===== src/rtl/core/iirl_pkg.sv =====
package iirl_pkg;

	localparam int DEPTH = 16;
	localparam int ELEM_WIDTH = 32;
	localparam int IDX_W = (DEPTH > 1) ? $clog2(DEPTH) : 1;
	localparam int CNT_W = $clog2(DEPTH + 1);
	localparam int CMP_W = (CNT_W > 4) ? CNT_W : 4;

	typedef logic [ELEM_WIDTH-1:0] elem_t;
	typedef logic [CNT_W-1:0] cnt_t;
	typedef logic [CMP_W-1:0] cmp_t;

	typedef enum logic [2:0] {
		CMD_APPEND = 3'd0,
		CMD_INS_HEAD = 3'd1,
		CMD_INS_AFTER = 3'd2,
		CMD_REMOVE = 3'd3,
		CMD_READ = 3'd4,
		CMD_CLEAR = 3'd5
	} cmd_t;

	typedef enum logic [1:0] {
		ST_OK = 2'd0,
		ST_RANGE = 2'd1,
		ST_FULL = 2'd2
	} status_t;

	typedef struct packed {
		logic [2:0] cmd;
		logic [3:0] position;
		logic [31:0] item_value;
	} req_t;

	typedef struct packed {
		logic [1:0] status;
		logic [31:0] read_value;
		logic [4:0] count;
	} rsp_t;

	typedef struct packed {
		logic load;
		logic from_prev;
		logic from_next;
	} cell_ctl_t;

endpackage


===== src/rtl/core/indexed_insert_remove_list_unit.sv =====
// channel | direction | payload          | handshake
// req     | in        | iirl_pkg::req_t  | req_valid, req_stall
// rsp     | out       | iirl_pkg::rsp_t  | rsp_valid, rsp_stall
//
// one request per cycle while req_stall is low; its response appears in the register the cycle after
// on insert or remove, all cells from the position onward update at once along the row of cells
// reset clears the count and the response valid flag; cell contents stay undefined
// req_stall is high only while a response waits and rsp_stall holds it
module indexed_insert_remove_list_unit (
	input  logic           clk,
	input  logic           arst_n,
	input  logic           req_valid,
	output logic           req_stall,
	input  iirl_pkg::req_t req,
	output logic           rsp_valid,
	input  logic           rsp_stall,
	output iirl_pkg::rsp_t rsp
);

	iirl_pkg::cnt_t occupied_q;
	logic rsp_valid_q;
	iirl_pkg::rsp_t rsp_q;

	iirl_pkg::elem_t cell_value [iirl_pkg::DEPTH];
	iirl_pkg::cell_ctl_t cell_ctl [iirl_pkg::DEPTH];

	logic acc;
	logic do_ins;
	logic do_rem;
	iirl_pkg::cmp_t ins_at;
	iirl_pkg::cmp_t pos_c;
	iirl_pkg::cmp_t cnt_c;
	iirl_pkg::cnt_t cnt_nxt;
	iirl_pkg::status_t status;
	logic [31:0] rd;
	logic full;
	iirl_pkg::elem_t item;

	assign req_stall = rsp_valid_q & rsp_stall;
	assign acc = req_valid & ~req_stall;
	assign pos_c = iirl_pkg::CMP_W'(req.position);
	assign cnt_c = iirl_pkg::CMP_W'(occupied_q);
	assign full = (cnt_c >= iirl_pkg::CMP_W'(iirl_pkg::DEPTH));
	assign item = iirl_pkg::ELEM_WIDTH'(req.item_value);

	always_comb begin
		status = iirl_pkg::ST_OK;
		rd = '0;
		cnt_nxt = occupied_q;
		do_ins = 1'b0;
		do_rem = 1'b0;
		ins_at = '0;
		case (req.cmd)
			iirl_pkg::CMD_APPEND: begin
				if (full) begin
					status = iirl_pkg::ST_FULL;
				end else begin
					do_ins = 1'b1;
					ins_at = cnt_c;
					cnt_nxt = occupied_q + 1'b1;
				end
			end
			iirl_pkg::CMD_INS_HEAD: begin
				if (full) begin
					status = iirl_pkg::ST_FULL;
				end else begin
					do_ins = 1'b1;
					cnt_nxt = occupied_q + 1'b1;
				end
			end
			iirl_pkg::CMD_INS_AFTER: begin
				if (pos_c >= cnt_c) begin
					status = iirl_pkg::ST_RANGE;
				end else if (full) begin
					status = iirl_pkg::ST_FULL;
				end else begin
					do_ins = 1'b1;
					ins_at = pos_c + 1'b1;
					cnt_nxt = occupied_q + 1'b1;
				end
			end
			iirl_pkg::CMD_REMOVE: begin
				if (pos_c >= cnt_c) begin
					status = iirl_pkg::ST_RANGE;
				end else begin
					do_rem = 1'b1;
					cnt_nxt = occupied_q - 1'b1;
				end
			end
			iirl_pkg::CMD_READ: begin
				if (pos_c >= cnt_c) begin
					status = iirl_pkg::ST_RANGE;
				end else begin
					rd = 32'(cell_value[pos_c[iirl_pkg::IDX_W-1:0]]);
				end
			end
			iirl_pkg::CMD_CLEAR: begin
				cnt_nxt = '0;
			end
			default: begin
			end
		endcase
	end

	for (genvar i = 0; i < iirl_pkg::DEPTH; i++) begin : g_cell
		localparam iirl_pkg::cmp_t IDX = iirl_pkg::CMP_W'(i);
		iirl_pkg::elem_t prev_v;
		iirl_pkg::elem_t next_v;

		if (i == 0) begin : g_first
			assign prev_v = item;
		end else begin : g_mid
			assign prev_v = cell_value[i-1];
		end
		if (i == iirl_pkg::DEPTH - 1) begin : g_last
			assign next_v = cell_value[i];
		end else begin : g_body
			assign next_v = cell_value[i+1];
		end

		assign cell_ctl[i].load = acc & do_ins & (IDX == ins_at);
		assign cell_ctl[i].from_prev = acc & do_ins & (IDX > ins_at);
		assign cell_ctl[i].from_next = acc & do_rem & (IDX >= pos_c);

		iirl_cell u_cell (
			.clk       (clk),
			.ctl       (cell_ctl[i]),
			.item      (item),
			.prev_value(prev_v),
			.next_value(next_v),
			.value     (cell_value[i])
		);
	end

	always_ff @(posedge clk or negedge arst_n) begin
		if (!arst_n) begin
			occupied_q <= '0;
			rsp_valid_q <= 1'b0;
		end else if (acc) begin
			occupied_q <= cnt_nxt;
			rsp_valid_q <= 1'b1;
		end else if (!rsp_stall) begin
			rsp_valid_q <= 1'b0;
		end
	end

	always_ff @(posedge clk) begin
		if (acc) begin
			rsp_q.status <= status;
			rsp_q.read_value <= rd;
			rsp_q.count <= 5'(cnt_nxt);
		end
	end

	assign rsp_valid = rsp_valid_q;
	assign rsp = rsp_q;

endmodule


===== src/rtl/core/iirl_cell.sv =====
module iirl_cell (
	input  logic                clk,
	input  iirl_pkg::cell_ctl_t ctl,
	input  iirl_pkg::elem_t     item,
	input  iirl_pkg::elem_t     prev_value,
	input  iirl_pkg::elem_t     next_value,
	output iirl_pkg::elem_t     value
);

	iirl_pkg::elem_t value_q;

	always_ff @(posedge clk) begin
		if (ctl.load) begin
			value_q <= item;
		end else if (ctl.from_prev) begin
			value_q <= prev_value;
		end else if (ctl.from_next) begin
			value_q <= next_value;
		end
	end

	assign value = value_q;

endmodule

===== config.mk =====
export PLATFORM = sky130hd
export DESIGN_NAME = indexed_insert_remove_list_unit
export DESIGN_NICKNAME = d
export VERILOG_FILES = /design/src/rtl/core/iirl_pkg.sv /design/src/rtl/core/indexed_insert_remove_list_unit.sv /design/src/rtl/core/iirl_cell.sv
export SDC_FILE = /design/constraint.sdc
export NUM_CORES = 1
export LEC_CHECK = 0
export BUFFER_PORTS_ARGS = -buffer_cell sky130_fd_sc_hd__buf_2
export CORE_MARGIN = 8
export CORE_UTILIZATION = 38
export CTS_CLUSTER_DIAMETER = 100
export DETAILED_ROUTE_END_ITERATION = 16
export GPL_TIMING_DRIVEN = 0
export HOLD_SLACK_MARGIN = 0.02
export PLACE_DENSITY = 0.57
export SETUP_SLACK_MARGIN = 0.1
export SYNTH_ARGS = -nofsm -noshare
export SYNTH_HDL_FRONTEND = slang
export SYNTH_SLANG_ARGS = --single-unit

===== constraint.sdc =====
create_clock -name clk -period 6.76 [get_ports clk]
set_clock_uncertainty 0.15 [all_clocks]
set_input_delay 0 -clock clk [delete_from_list [all_inputs] [get_ports clk]]
set_output_delay 0 -clock clk [all_outputs]
set_load 0.02 [all_outputs]

* Word-level counts from Yosys, hierarchy flattened
Index checks and enable logic that the tools add are counted.
Storage, ports and cells: register bits 557, input port bits 43, output and inout port bits 41, logic and storage cells 223
Operators by class: $add $sub $neg 3, magnitude comparators 34, equal/unequal tests 21, multiplexer cells 69, bitwise operators 54, reductions and logical operators 21
Operator list (count):
- $mux 32 | 49
- $bmux 32 s4 | 1
- $and 1x1->1 | 51
- $reduce_bool 3->1 | 15
- $eq 4x5->1 const A | 8
- $gt 4x5->1 const A | 8
- $mux 5 | 6
- $ge 4x4->1 const A | 7
- $eq 3x5->1 const A | 4
- $gt 3x5->1 const A | 4
- $pmux 5 s4 | 1
- $ge 3x4->1 const A | 4
- $eq 2x5->1 const A | 2
- $ge 5x5->1 const B | 2
- $gt 1x5->1 const A | 2
- $gt 2x5->1 const A | 2
- $pmux 5 s2 | 1
- $ge 1x4->1 const A | 2
- $ge 2x4->1 const A | 2
- $mux 1 | 7
- $eq 3x2->1 const B | 2
- $eq 3x3->1 const B | 2
- $pmux 2 s3 | 1
- $reduce_or 2->1 | 3
- 14 further kinds | 16

* Logic depth before layout (Yosys ltp)
Gate-level depths: netlist of the first run.
word-level depth 8, mapped depth 14, gate-level depth less buffers 9

* Cells and area by module
Synthesis of the first run repeated with hierarchy kept, for this count alone.
Unflattened totals: cells, all modules 2720, area total of the unflattened synthesis 33337.0 µm²
Modules (own cells, without submodules):
- iirl_cell | instances 16, cells an instance 140, area an instance 1672.9 µm², sequential area each 960.9 µm²
- indexed_insert_remove_list_unit | instances 1, cells an instance 480, area an instance 6571.3 µm², sequential area each 1321.3 µm²

* Worst setup path after synthesis of the first run
No wires, ideal clock.
path type register to register, start register occupied_q[0], in the netlist cnt_c[0], end register g_cell[2].u_cell.value_q[0], enable pin, arrival time 4.874 ns, required time 6.138 ns, path slack 1.264 ns, cell stages (with the launch flop) 11, path buffers 2, period minus slack after synthesis 5.496 ns, path through dfrtp_1 ha_1 nand2b_4 a211o_1 a21oi_4 o21ai_1 or3_1 clkbuf_1 or2_0 clkbuf_1 o32ai_1
On the way: longest elaborated chain between the ends 7
RTL lines:
- start, declared | RTL line indexed_insert_remove_list_unit.sv:20 | iirl_pkg::cnt_t occupied_q;
- start signal, assigned | RTL line indexed_insert_remove_list_unit.sv:140 | occupied_q <= cnt_nxt;
- $ge 5x5->1 | RTL line indexed_insert_remove_list_unit.sv:43 | assign full = (cnt_c >= iirl_pkg::CMP_W'(iirl_pkg::DEPTH));
- $mux 5 / $mux 1 (equally long branches) | RTL line indexed_insert_remove_list_unit.sv:74, indexed_insert_remove_list_unit.sv:55, indexed_insert_remove_list_unit.sv:64
- $mux 5 / $mux 1 (equally long branches) | RTL line indexed_insert_remove_list_unit.sv:72 | if (pos_c >= cnt_c) begin
- $pmux 5 s2 / $pmux 1 s2 (equally long branches) | RTL line indexed_insert_remove_list_unit.sv:53 | case (req.cmd)
- $gt 2x5->1 (tied with other cells) | RTL line indexed_insert_remove_list_unit.sv:122 | assign cell_ctl[i].from_prev = acc & do_ins & (IDX > ins_at);
- $and 1x1->1 (on tied branches) | RTL line indexed_insert_remove_list_unit.sv:122, indexed_insert_remove_list_unit.sv:121
- $reduce_bool 3->1 (no source line) *
- end signal, assigned | RTL line iirl_cell.sv:14 | value_q <= item;
- end signal, assigned | RTL line iirl_cell.sv:16 | value_q <= prev_value;
- end signal, assigned | RTL line iirl_cell.sv:18 | value_q <= next_value;
- end, declared | RTL line iirl_cell.sv:10 | iirl_pkg::elem_t value_q;
Every way passes the cells marked *; elsewhere a longest branch is shown, timed or not. A chain may end at the register's enable or synchronous reset.

* Worst setup path after layout of the first run
start input port req[33] in the netlist's numbering, end register g_cell[14].u_cell.value_q[13], enable pin
On the way: longest elaborated chain between the ends 7
RTL lines:
- start, declared | RTL line indexed_insert_remove_list_unit.sv:14 | input iirl_pkg::req_t req,
- $add 4x1->5 | RTL line indexed_insert_remove_list_unit.sv:78 | ins_at = pos_c + 1'b1;
- $mux 5 | RTL line indexed_insert_remove_list_unit.sv:74 | end else if (full) begin
- $mux 5 | RTL line indexed_insert_remove_list_unit.sv:72
- $pmux 5 s2 | RTL line indexed_insert_remove_list_unit.sv:53
- $gt 4x5->1 / $eq 4x5->1 (equally long branches) | RTL line indexed_insert_remove_list_unit.sv:122, indexed_insert_remove_list_unit.sv:121
- $and 1x1->1 (on tied branches) | RTL line indexed_insert_remove_list_unit.sv:122, indexed_insert_remove_list_unit.sv:121
- $reduce_bool 3->1 (no source line) *
- end signal, assigned | RTL line iirl_cell.sv:14
- end signal, assigned | RTL line iirl_cell.sv:16
- end signal, assigned | RTL line iirl_cell.sv:18
- end, declared | RTL line iirl_cell.sv:10
Marks and branches as above.

==> results of run 1 <==
-- path summary, 6_finish.rpt --
check	startpoint	end	cells after the start
max in group asynchronous	arst_n	cnt_c[0]$_DFFE_PN0P_	3
min in group asynchronous	arst_n	rsp_valid$_DFFE_PN0P_	3
hold / removal	req[35]	rsp[37]$_DFFE_PP_	4
hold reg to reg	g_cell[15].u_cell.value[22]$_DFFE_PP_	g_cell[14].u_cell.value[22]$_DFFE_PP_	1
setup reg to reg	cnt_c[0]$_DFFE_PN0P_	g_cell[14].u_cell.value[13]$_DFFE_PP_	11
setup / recovery	req[33]	g_cell[14].u_cell.value[13]$_DFFE_PP_	15
-- worst max-delay path: stages --
cell and delay (ns):
buf_2 0.14, buf_2 0.30, clkbuf_1 0.61, clkbuf_1 0.81, inv_1 0.13, ha_1 0.35, nand3_1 0.11, a21o_1 0.21
nand2_1 0.52, a311oi_2 0.24, buf_2 0.27, nor2_1 0.79, buf_2 0.55, o21ai_4 0.34, buf_12 0.27
-- power breakdown --
| group | switching (W) | internal, W | total [W] | leakage, nW |
|---|---|---|---|---|
| Clock | 0.00155 | 0.00205 | 0.00359 | 1.02 |
| Sequential | 0.000256 | 0.00434 | 0.00459 | 5.15 |
| Combinational | 0.00160 | 0.000942 | 0.00254 | 6.89 |
| Total | 0.00340 | 0.00733 | 0.0107 | 13.1 |
-- state kept, by name, indices dropped and copies added (netlist names) --
signal               count
rsp                     39
cnt_c                    5
rsp_valid                1
g_cell.u_cell.value    512
-- layer usage --
metal | share of wire (%) | global-route usage [%] | up-vias
met5 | 0.059 | 0.423 | -
met4 | 5.3 | 13.4 | 8
met3 | 12 | 8.04 | 442
met2 | 45 | 41.5 | 2037
met1 | 37 | 34.6 | 12900
li1 | - | - | 10200
-- synthesized netlist by cell type, drive strengths merged (41+ instances only) --
cell | number | area share, %
edfxtp | 551 | 52
o21ai | 212 | 3.4
nand2 | 181 | 2.2
mux4 | 160 | 11
clkbuf | 144 | 1.7
a221o | 129 | 4.1
mux2i | 128 | 4.0
nor2 | 112 | 1.3
buf | 106 | 1.8
and3 | 99 | 2.0
nor2b | 70 | 1.4
a22oi | 68 | 1.7
mux2 | 66 | 2.3
inv | 41 | 0.49
-- logic make-up (layout without fill, tap and decap cells) --
| family | Yosys count | after routing |
|---|---|---|
| xor+xnor | 2 | 2 |
| flops | 557 | 557 |
| compound gates | 717 | 717 |
| other cells | 0 | 1 |
| buf+inv | 292 | 548 |
| fa+ha+maj | 10 | 10 |
| simple gates | 514 | 514 |
| mux | 354 | 354 |
-- cell usage in the layout, fill, tap and decap left out, drive strengths merged, types with 66 or more instances in the layout --
| cell type | instances |
|---|---|
| nand2 | 181 |
| and3 | 99 |
| mux2i | 128 |
| a22oi | 68 |
| a221o | 129 |
| clkbuf | 224 |
| mux4 | 160 |
| mux2 | 66 |
| nor2b | 70 |
| edfxtp | 551 |
| buf | 206 |
| o21ai | 212 |
| nor2 | 112 |
-- final cells by class --
cell class,count,share of cell area [%]
Multi-Input combinational cell,1597,38.1
Clock inverter,35,0.814
Buffer,250,3.04
Inverter,42,0.436
Antenna cell,1,0.00687
Clock buffer,80,4.85
Tap cell,1080,3.71
Sequential cell,557,45.8
Timing Repair Buffer,141,3.29
-- stage by stage --
| stage | total power, W | setup TNS, ns | util (%) | hold slack (ns) |
|---|---|---|---|---|
| after floorplan | 0.00609 | 0 | - | -0.446 |
| after global placement | 0.00700 | -607.10 | 40.2 | -0.304 |
| after detailed placement | 0.00709 | 0 | 40.9 | -0.294 |
| after CTS | 0.0106 | 0 | 43.8 | 0.0560 |
| after global routing | 0.0110 | 0 | 43.8 | 0.154 |
| final | 0.0107 | 0 | 43.8 | 0.102 |
==> results_dict.tcl, run 1 <==
set metrics [dict create \
    fillers 7557 \
    grt_pass1_vias 25400 \
    ys_ff_latch 557 \
    initial_core_util_pct 38.1 \
    synthAdderAreaFrac_pct 0.395 \
    syn-num-nets 2499 \
    grt_start_max_net_pins 42 \
    ios 84 \
    drt.antenna.violating_nets 0 \
    first_pass_iters 9 \
    grt_setup_unrepaired "false" \
    crit_type "in2reg" \
    synth_top_family_by_area "multiplexers" \
    final_area_um2 36500 \
    start_kind "primary input" \
    coreArea_um2 83200 \
    muxShareOfSynthArea_pct 17.8 \
    final_layout_size_suffix_gt1_share_pct 19.2 \
    dp.cells 3626 \
    worst_pin_slew_ns 1.40 \
    dieWidth_um 305 \
    cts_setup_buffers 0 \
    dp_hpwl_um 90100 \
    critPathRequiredTime_ns 6.99 \
    overflow 0 \
    vias 25600 \
    setup_viol 0 \
    r2r_slack_ns 1.71 \
    p_per_area_nw_per_um2 294 \
    cts.sinks 557 \
    hold_buffers 41 \
    track_usage_pct 27.0 \
    synth-simple-area-share_pct 8.07 \
    hold_viol_final 0 \
    gp_congestion 0.921 \
    wl_um 130000 \
    relSlewSlack_pct 6.46 \
    worstSkewPairLatency_ns 0.64 \
    cts-root-buf "clkbuf_16" \
    register_area_um2 16700 \
    drc 0 \
    synth_xor_xnor_area_share_pct 0.0553 \
    max_freq_mhz 183 \
    antenna_found_initial 7 \
    cts_max_path_buffers 3 \
    placed_cell_area_um2 34000 \
    maxSlewViolCount 0 \
    path_max_fanout 17 \
    dominantRegCellSynth "edfxtp_1" \
    synth_edf_count 551 \
    drt_iter0_drc 3688 \
    pre_cts_slack_ns 0.994 \
    grt_first_pass_wirelength_um 184000 \
    yosysWarnings 0 \
    die_area_um2 92900 \
    nets 2708 \
    htreeDepth 3 \
    syn_area_um2 31700 \
    dieHeight_um 305 \
    endpoint_kind "flop" \
    postSynthCellCount 2446 \
    port_buffers 82 \
    async_flop_share_pct 1.08 \
    ir_drop_mv 0.149 \
    avgSynthCellArea_um2 13.0 \
    synth.distinct_cells 81 \
    setup_ws_ns 1.28 \
    cts_tree "done" \
    holdCritPathClass "in2reg" \
    viasPerCell 6.77 \
    cts_resized 0 \
    min_period_ns 5.48 \
    arrival_ns 5.71 \
    p_leak_nw 13.1 \
    wl_per_cell_um 34.4 \
    outcome "complete, no violations" \
    cts_inserted_buffers 66 \
    areaGrowthSynthToFinish_pct 15.0 \
    synth_compound_area_share_pct 17.1 \
    fin_crit_sh_pct 81.1 \
    synth_seq_area_share_pct 52.7 \
    cap_violations 0 \
    rows 106 \
    multi_input_area_um2 13900 \
    path_clk_slew_ns 0.06 \
    finalNonFillerCells 3783 \
]
Note: power is estimated with default switching activity, not from simulation.
==> inputs of run 2 (changes only) <==
Settings changed: ABC_AREA from default to 1.
Clock period 6.76 ns to 5.65 ns, I/O delays scaled along.
==> run 2 against run 1 <==
Compared with the run above: critical path depth is 10 higher; die area is 3.2% higher; global-route usage is 1.3 points higher; routed wire length is 6.8% higher; utilization is 0.11 points lower; register-to-register slack worse by 0.92 ns; synthesized cell count is 66% higher; area after synthesis is 3.4% higher; first-iteration DRC count is 33% higher; combinational power is 7% lower; critical path type unchanged; critical endpoint is now g_cell[1].u_cell.value[12]$_DFFE_PP_; highest routed layer is now met4.
==> results_dict.tcl, run 2 <==
set metrics [dict create \
    gp_congestion 0.979 \
    cts-root-buf "clkbuf_16" \
    syn_area_um2 32800 \
    htreeDepth 3 \
    rows 107 \
    fillers 8795 \
    crit_type "in2reg" \
    synth_top_area_share_pct 50.5 \
    synth-simple-area-share_pct 22.1 \
    yosysWarnings 0 \
    p_leak_nw 15.0 \
    crit_end "g_cell[1].u_cell.value[12]$_DFFE_PP_" \
    dominantRegCellSynth "edfxtp_1" \
    muxShareOfSynthArea_pct 0 \
    max_freq_mhz 191 \
    dieWidth_um 310 \
    total_power_w 0.0120 \
    worst_pin_slew_ns 1.31 \
    synthAdderAreaFrac_pct 0.382 \
    coreArea_um2 85300 \
    cts_max_path_buffers 3 \
    layout_common_cells "nand2_1 (1286), edfxtp_1 (551), o21ai_0 (444)" \
    syn-num-nets 4107 \
    relSlewSlack_pct 12.5 \
    maxSlewViolCount 0 \
    wl_um 139000 \
    cts_inserted_buffers 70 \
    nets 4292 \
    path_clk_slew_ns 0.06 \
    synth_seq_area_share_pct 51.0 \
    yosys.area.top_type "edfxtp_1" \
    intPower_w 0.00829 \
    r2r_end "g_cell[2].u_cell.value[18]$_DFFE_PP_" \
    mostFrequentLayoutCell "nand2_1" \
    cts_tree "done" \
    p_per_area_nw_per_um2 323 \
    outcome "complete, no violations" \
    holdCritPathClass "in2reg" \
    r2r_slack_ns 0.79 \
    final_layout_size_suffix_gt1_share_pct 7.40 \
    drt.antenna.violating_nets 0 \
    hold_start "req[34]" \
    die_area_um2 95900 \
    p_switching_w 0.00375 \
    fin_crit_sh_pct 92.8 \
    power_frac_comb_pct 19.6 \
    grt_start_max_net_pins 49 \
    postSynthCellCount 4054 \
    drt_iter0_drc 4893 \
    finalNonFillerCells 5431 \
    r2r_cells 14 \
    start_kind "primary input" \
    crit_slowest_cell "buf_1" \
    cap_violations 0 \
    vias 31100 \
    avgSynthCellArea_um2 8.08 \
    netlist_top_cells_count "nand2_1 (1292), edfxtp_1 (551), o21ai_0 (445)" \
    hold_viol_final 0 \
    yosysMostFrequentCell "nand2_1" \
    grt_first_pass_wirelength_um 199000 \
    async_flop_share_pct 1.08 \
    clock_power_share_pct 36.0 \
    sw_frac_of_total_pct 31.2 \
    grt_pass1_vias 29000 \
    multi_input_area_um2 13300 \
    synth_xor_xnor_area_share_pct 0 \
    largest_reg_flops 512 \
    ios 84 \
    seq_power_share_pct 44.3 \
    viasPerCell 5.73 \
    first_pass_iters 6 \
    synth_top_family_by_area "simple AND/OR/NAND/NOR gates" \
    setup_viol 0 \
    synth.distinct_cells 31 \
    max_stage_delay_ns 0.50 \
    path_max_fanout 12 \
    ir_drop_mv 0.211 \
    endpoint_kind "flop" \
    timing.rr.start "rsp_valid$_DFFE_PN0P_" \
    wl_per_cell_um 25.6 \
    worstSkewPairLatency_ns 0.61 \
    dp.cells 5262 \
    synth_edf_count 551 \
    areaGrowthSynthToFinish_pct 13.8 \
    drc 0 \
    synth_area_leaders "edfxtp_1 (50%), nand2_1 (15%), o21ai_0 (6.8%)" \
    crit_top_cell "nand2_1" \
    antenna_found_initial 1 \
    pre_cts_slack_ns -0.832 \
    initial_core_util_pct 38.4 \
    register_area_um2 16700 \
    crit_path_start "req[32]" \
    ys_ff_latch 557 \
    synth_compound_area_share_pct 17.9 \
    track_usage_pct 28.3 \
    dp_hpwl_um 112000 \
    overflow 0 \
    arrival_ns 5.41 \
    critPathRequiredTime_ns 5.81 \
    final_util_pct 43.7 \
    setup_ws_ns 0.407 \
    port_buffers 51 \
    cts.sinks 557 \
    dieHeight_um 310 \
    min_period_ns 5.24 \
    grt_setup_unrepaired "false" \
]
run 2: worst min path at each step:
stage / depth (start not counted) / endpoint
after detailed placement: 1 / cnt_c[2]$_DFFE_PN0P_
final: 4 / g_cell[12].u_cell.value[25]$_DFFE_PP_
after floorplan: 0 / cnt_c[0]$_DFFE_PN0P_
after CTS: 4 / g_cell[12].u_cell.value[25]$_DFFE_PP_
after global placement: 1 / cnt_c[2]$_DFFE_PN0P_
after global routing: 4 / g_cell[12].u_cell.value[25]$_DFFE_PP_
run 2: power by group through the flow:
stage          sequential, W  clock (W)  combinational, W
6_report             0.00534    0.00434           0.00237
5_1_grt              0.00537    0.00451           0.00259
4_1_cts              0.00533    0.00437           0.00230
3_5_place_dp         0.00541          0           0.00226
3_3_place_gp         0.00542          0           0.00219
2_1_floorplan        0.00534          0           0.00145
run 2: area by class of cell:
cell class                 count  share of cell area, %
clock buffer                  86                   4.92
clock inverter                33                  0.738
tap                         1144                   3.84
sequential                   557                   44.8
timing repair buffer         113                   2.46
buffer                       324                   3.64
inverter                     399                   4.02
antenna                        1                0.00671
multi-input combinational   2774                   35.6
run 2: kinds of logic (layout without fill, tap and decap cells):
family                   Yosys count  count (layout)
AND/OR/NAND/NOR                 1754            1754
adder cells (fa/ha/maj)           10              10
flip-flops                       557             557
buffers and inverters            723             955
AO/OA/AOI/OAI                   1010            1010
other                              0               1
run 2: repair_timing:
item	in CTS	in global routing
hold buffers	45	0
gates resized for setup	1	3
setup endpoints to repair	192	46
setup buffers	0	4
pin swaps	0	1
hold endpoints to repair	286	0
run 2: worst max-delay path, delay by kind of cell:
| kind | cells | cell delay, ns |
|---|---|---|
| and+or+nand+nor | 9 | 1.42 |
| buffers and inverters | 14 | 3.19 |
| adders and majority gates | 1 | 0.30 |
| AOI/OAI and AO/OA | 1 | 0.44 |
run 2: through the flow:
step | area (µm²) | setup TNS (ns) | hold WS [ns]
after detailed placement | 34700 | -189.16 | -0.312
after global routing | 37300 | 0 | 0.168
after global placement | 34500 | -811.22 | -0.311
after CTS | 37200 | 0 | 0.0942
final | 37300 | 0 | 0.150
after floorplan | 32800 | 0 | -0.446
run 2: per-layer routing:
metal  GRT usage (%)  part of all wire [%]  vias to the layer above
met1            40.3                    42                    14700
li1                -                     -                    14300
met2            42.2                    42                     1938
met3            5.24                    11                      228
met5               0                     0                        -
met4            11.5                   4.2                        0
